===== src/rtl/self_organizing_count_list_macros.svh =====
// Assertion macros for the self-organizing count list.
// Each macro takes a label, the clock, the active-low reset, an antecedent
// and a consequent.
`ifndef SELF_ORGANIZING_COUNT_LIST_MACROS_SVH
`define SELF_ORGANIZING_COUNT_LIST_MACROS_SVH

`ifndef SYNTHESIS

// Same-cycle implication
`define SOLC_ASSERT_IMPL(label, clk, rst_n, ante, cons) \
    label: assert property (@(posedge clk) disable iff (!(rst_n)) (ante) |-> (cons)) \
        else $error("solc assertion failed");

// Next-cycle implication
`define SOLC_ASSERT_NEXT(label, clk, rst_n, ante, cons) \
    label: assert property (@(posedge clk) disable iff (!(rst_n)) (ante) |=> (cons)) \
        else $error("solc assertion failed");

`else

`define SOLC_ASSERT_IMPL(label, clk, rst_n, ante, cons)
`define SOLC_ASSERT_NEXT(label, clk, rst_n, ante, cons)

`endif

`endif


===== src/rtl/solc_pkg.sv =====
package solc_pkg;

    // Field widths
    localparam int KEY_W = 32;
    localparam int CNT_W = 32;
    localparam int POS_W = 10;
    localparam int LEN_W = 11;

    // Config port
    localparam int APB_AW = 3;
    localparam int APB_DW = 32;
    localparam logic REG_ACTIVE_LENGTH = 1'b0;   // register index, paddr[2]
    localparam logic [LEN_W-1:0] LEN_RESET = 11'd1024;

    // Saturation value of a hit count
    localparam logic [CNT_W-1:0] CNT_MAX = {CNT_W{1'b1}};

    typedef enum logic [2:0] {
        ST_CLEAR,
        ST_IDLE,
        ST_SEARCH,
        ST_HIT,
        ST_SWAP,
        ST_DONE
    } t_state;

    typedef struct packed {
        logic clearing;
        logic busy;
    } t_ctrl_status;

endpackage


===== src/rtl/solc_regs.sv =====
// APB register file: active_length
module solc_regs (
    input  logic                               i_clk,
    input  logic                               i_rst_n,
    input  logic                               psel,
    input  logic                               penable,
    input  logic                               pwrite,
    input  logic [solc_pkg::APB_AW-1:0]        paddr,
    input  logic [solc_pkg::APB_DW-1:0]        pwdata,
    output logic [solc_pkg::APB_DW-1:0]        prdata,
    output logic                               pready,
    output logic [solc_pkg::LEN_W-1:0]         o_active_length
);

    logic [solc_pkg::LEN_W-1:0] r_active_length;
    logic                       sel_len;

    // Register index is the word address
    assign sel_len = (paddr[2] == solc_pkg::REG_ACTIVE_LENGTH);

    always_ff @(posedge i_clk) begin
        if (!i_rst_n) begin
            r_active_length <= solc_pkg::LEN_RESET;
        end else if (psel && penable && pwrite && sel_len) begin
            r_active_length <= pwdata[solc_pkg::LEN_W-1:0];
        end
    end

    // Read back, zero outside the register list
    always_comb begin
        prdata = '0;
        if (sel_len) begin
            prdata = {{(solc_pkg::APB_DW - solc_pkg::LEN_W){1'b0}}, r_active_length};
        end
    end

    assign pready          = 1'b1;
    assign o_active_length = r_active_length;

endmodule


===== config.mk =====
export PLATFORM = sky130hd
export DESIGN_NAME = solc_regs
export DESIGN_NICKNAME = d
export VERILOG_FILES = /design/src/rtl/self_organizing_count_list_macros.svh /design/src/rtl/solc_pkg.sv /design/src/rtl/solc_regs.sv
export SDC_FILE = /design/constraint.sdc
export NUM_CORES = 1
export LEC_CHECK = 0
export BUFFER_PORTS_ARGS = -buffer_cell sky130_fd_sc_hd__buf_2
export CAP_MARGIN = 10
export CORE_AREA = 2 2 53 55
export CTS_CLUSTER_DIAMETER = 30
export DETAILED_ROUTE_END_ITERATION = 10
export DIE_AREA = 0 0 55 57
export GPL_ROUTABILITY_DRIVEN = 0
export GPL_TIMING_DRIVEN = 0
export PLACE_DENSITY = 0.72
export SLEW_MARGIN = 10
export SYNTH_ARGS = -nofsm -noshare
export SYNTH_HDL_FRONTEND = slang
export SYNTH_SLANG_ARGS = --single-unit

===== constraint.sdc =====
create_clock -name i_clk -period 0.8 [get_ports i_clk]
set_clock_uncertainty 0.05 [all_clocks]
set_input_delay 0.04 -clock i_clk [delete_from_list [all_inputs] [get_ports i_clk]]
set_output_delay 0.04 -clock i_clk [all_outputs]
set_load 0.03 [all_outputs]

==> key figures <==
Synthesis
  – Area share of the largest cell type after synthesis: 31.04%
  – Mapped cell area: 709.4 µm²
  – Synthesis-stage register bit count: 11
  – Compound-Gate Fraction of Synth Area: 0%
  – Largest family of logic cells by synthesized area: buffers and inverters
  – Synth Area in Adders: 0%
  – Seq/Total Area, Yosys: 31.04%
  – Synth unique cells: 10
  – XOR/XNOR Fraction of Synth Area: 0%
  – Syn_area_per_cell: 8.446 µm²
  – Mux cell area share after synthesis: 15.52%
  – Simple-gate share of the synthesized area: 24.16%
  – Syn. warnings: 0
  – Synth Instances: 84
  – Synth area leaders: dfxtp_1 31%, buf_4 23%, mux2i_1 16%
  – Biggest area consumer among synthesized cells: dfxtp_1

Timing
  – Worst slew pin tran: 0.5312 ns
  – Min Tclk post-route: 0.9988 ns
  – Final Cycle Share: 124.8%
  – Hold Slack: 0.03973 ns
  – RSZ-0062 raised after global routing: true
  – Slew Viols, Final: 0
  – Final setup margin: -0.1988 ns
  – Final hold violation count: 0
  – Relative slew margins: 64.59%
  – # setup viols final: 22
  – Max Fclk: 1001 MHz

Floorplan
  – Die footprint: 0.003135 mm²
  – Row count: 19
  – Core region area: 0.002615 mm²
  – Initial Util: 27.13%
  – Ports: 84
  – Die X: 55 µm
  – Die extent in y: 57 µm

Status
  – Status: complete, but fails checks
  – Failing checks: setup timing

Power and ir drop
  – Pwr dens: 971.9 mW/mm²
  – Leakage power: 0.7556 nW
  – Total power: 1.493 mW
  – Max VDD drop: 0.0006350 V

Hold path
  – Worst Hold Class: input port to flip-flop

Clock network
  – Sink Count: 11
  – Clk_lat worst skew: 0.26 ns
  – Max Buffers Root-to-Sink: 2
  – H-tree levels: 1
  – Cts bufs inserted: 3
  – Root buf cell: clkbuf_4
  – CTS clk-pin slew, worst paths: 0.07 ns
  – CTS tree: done

Finish
  – Layout Nets: 213
  – # fillers: 261
  – Commonest non-fill, non-tap cell in the layout: buf_6
  – Layout cell share with drive strength beyond 1: 62.21%
  – Fin cells: 203
  – Max reg flops: 11
  – Ant. Diodes: 0
  – Commonest cells after routing, fill and taps aside: 33 x buf_6, 26 x buf_4, 22 x conb_1
  – Synth-to-layout area growth: 116.6%

Worst setup path
  – Critical Path End Type: primary output
  – Reg2Reg Depth: 4
  – CP max stage cell: dfxtp_2
  – CP required: 0.71 ns
  – CP startpoint: o_active_length[6]
  – Crit path max fanout: 3
  – R2r setup slk: 0.01 ns
  – Terminus of the critical flop-to-flop path: o_active_length[4]
  – Worst path cell trace: nor2b_4 -> buf_6
  – Top delay family on crit path: flip-flops
  – Crit path depth: 2
  – Critical path endpoint: prdata[6]
  – Type of the worst setup path: flip-flop to primary output
  – WP buf/inv: 1
  – Worst EP arrival: 0.91 ns
  – Worst setup SP type: flip-flop
  – FF-to-FF Start: o_active_length[4]
  – CP peak stage delay: 0.36 ns

Global routing
  – Vias in the first global route: 668
  – Grt ovf: 0
  – First-pass GRT wire length: 2960 µm
  – Largest net degree at the start of global routing: 11
  – All-Layer GR Usage: 13.01%
  – Initial antenna violation count: 0

Detailed routing
  – Routed wire length: 2186 µm
  – Via-per-instance ratio: 3.778
  – Routed wire per std cell: 10.77 µm
  – DRT antenna net count: 0
  – Via count: 767
  – Router iterations before antenna repair: 4
  – Initial DRC count: 6
  – DRC Markers: 0

Placed design
  – Hpwl dp: 1335 µm
  – Placed instance count: 173
  – Port Buffers: 38

Job
  – Max Cap Viol: 0
report_power, final:
group          leakage (nW)  total, mW  switching [mW]  internal (mW)
registers            0.0935      0.572          0.0104          0.561
logic                 0.647      0.538           0.293          0.245
clock network        0.0150      0.384           0.191          0.193
total                 0.756       1.49           0.494          0.999
worst register-to-register path: stages (launching register included):
cell     delay (ns)
dfxtp_2        0.33
buf_6          0.11
buf_6          0.10
nand2_2        0.04
mux2i_1        0.05
cell families after synthesis:
| logic type | count (synthesis) |
|---|---|
| multiplexers | 11 |
| other | 2 |
| flip-flops | 11 |
| AND/OR/NAND/NOR | 34 |
| buffers and inverters | 26 |
per-stage QoR:
stage	util, %	TNS (ns)	instance area (µm²)	setup slack, ns
2_1_floorplan	-	0	874.6	0.01169
3_3_place_gp	42.20	-2.712	1104	-0.1463
3_5_place_dp	42.20	-2.977	1104	-0.1775
4_1_cts	53.25	-2.840	1393	-0.2068
5_1_grt	58.76	-3.946	1536	-0.2481
6_report	58.76	-3.144	1536	-0.1988
synth_stat cells:
| cell | number |
|---|---|
| nor2b_1 | 12 |
| and4b_4 | 1 |
| buf_2 | 3 |
| nand2_1 | 20 |
| dfxtp_1 | 11 |
| buf_12 | 1 |
| and2b_1 | 1 |
| conb_1 | 2 |
| mux2i_1 | 11 |
| buf_4 | 22 |
area by class of cell:
class                           instances  area, µm²  area share (%)
Timing Repair Buffer                   64      591.8           38.52
Multi-Input combinational cell         67      445.4           28.99
Sequential cell                        11      234.0           15.23
Buffer                                 26      200.2           13.03
Tap cell                               31      38.79           2.524
Clock buffer                            4      26.28           1.710
worst min path at each step:
stage / startpoint / slack [ns] / cells after the start / to
6_report: i_rst_n / 0.04 / 3 / o_active_length[10]
3_3_place_gp: pwdata[6] / 0.23 / 3 / o_active_length[6]
3_5_place_dp: pwdata[0] / 0.24 / 3 / o_active_length[0]
4_1_cts: i_rst_n / 0.03 / 3 / o_active_length[10]
2_1_floorplan: pwdata[8] / 0.12 / 2 / o_active_length[8]
5_1_grt: i_rst_n / 0.07 / 3 / o_active_length[10]
per-layer routing:
layer | wire length (µm) | vias to the layer above | global-route usage (%) | part of all wire, %
li1 | - | 396 | - | -
met1 | 810 | 341 | 14.24 | 37
met2 | 1247 | 30 | 23.98 | 57
met3 | 129 | 0 | 2.618 | 5.9
met4 | 0 | 0 | 4.181 | 0
met5 | 0 | - | 0 | 0
what timing repair did:
action / in CTS / in global routing
hold buffers: 11 / 0
endpoints found under the hold margin: 11 / 0
pin swaps: 0 / 0
buffers inserted: 2 / 13
resized for setup: 44 / 13
gates cloned: 0 / 0
setup endpoints to repair: 22 / 22
No activity file was read; power rests on OpenSTA's default activity.
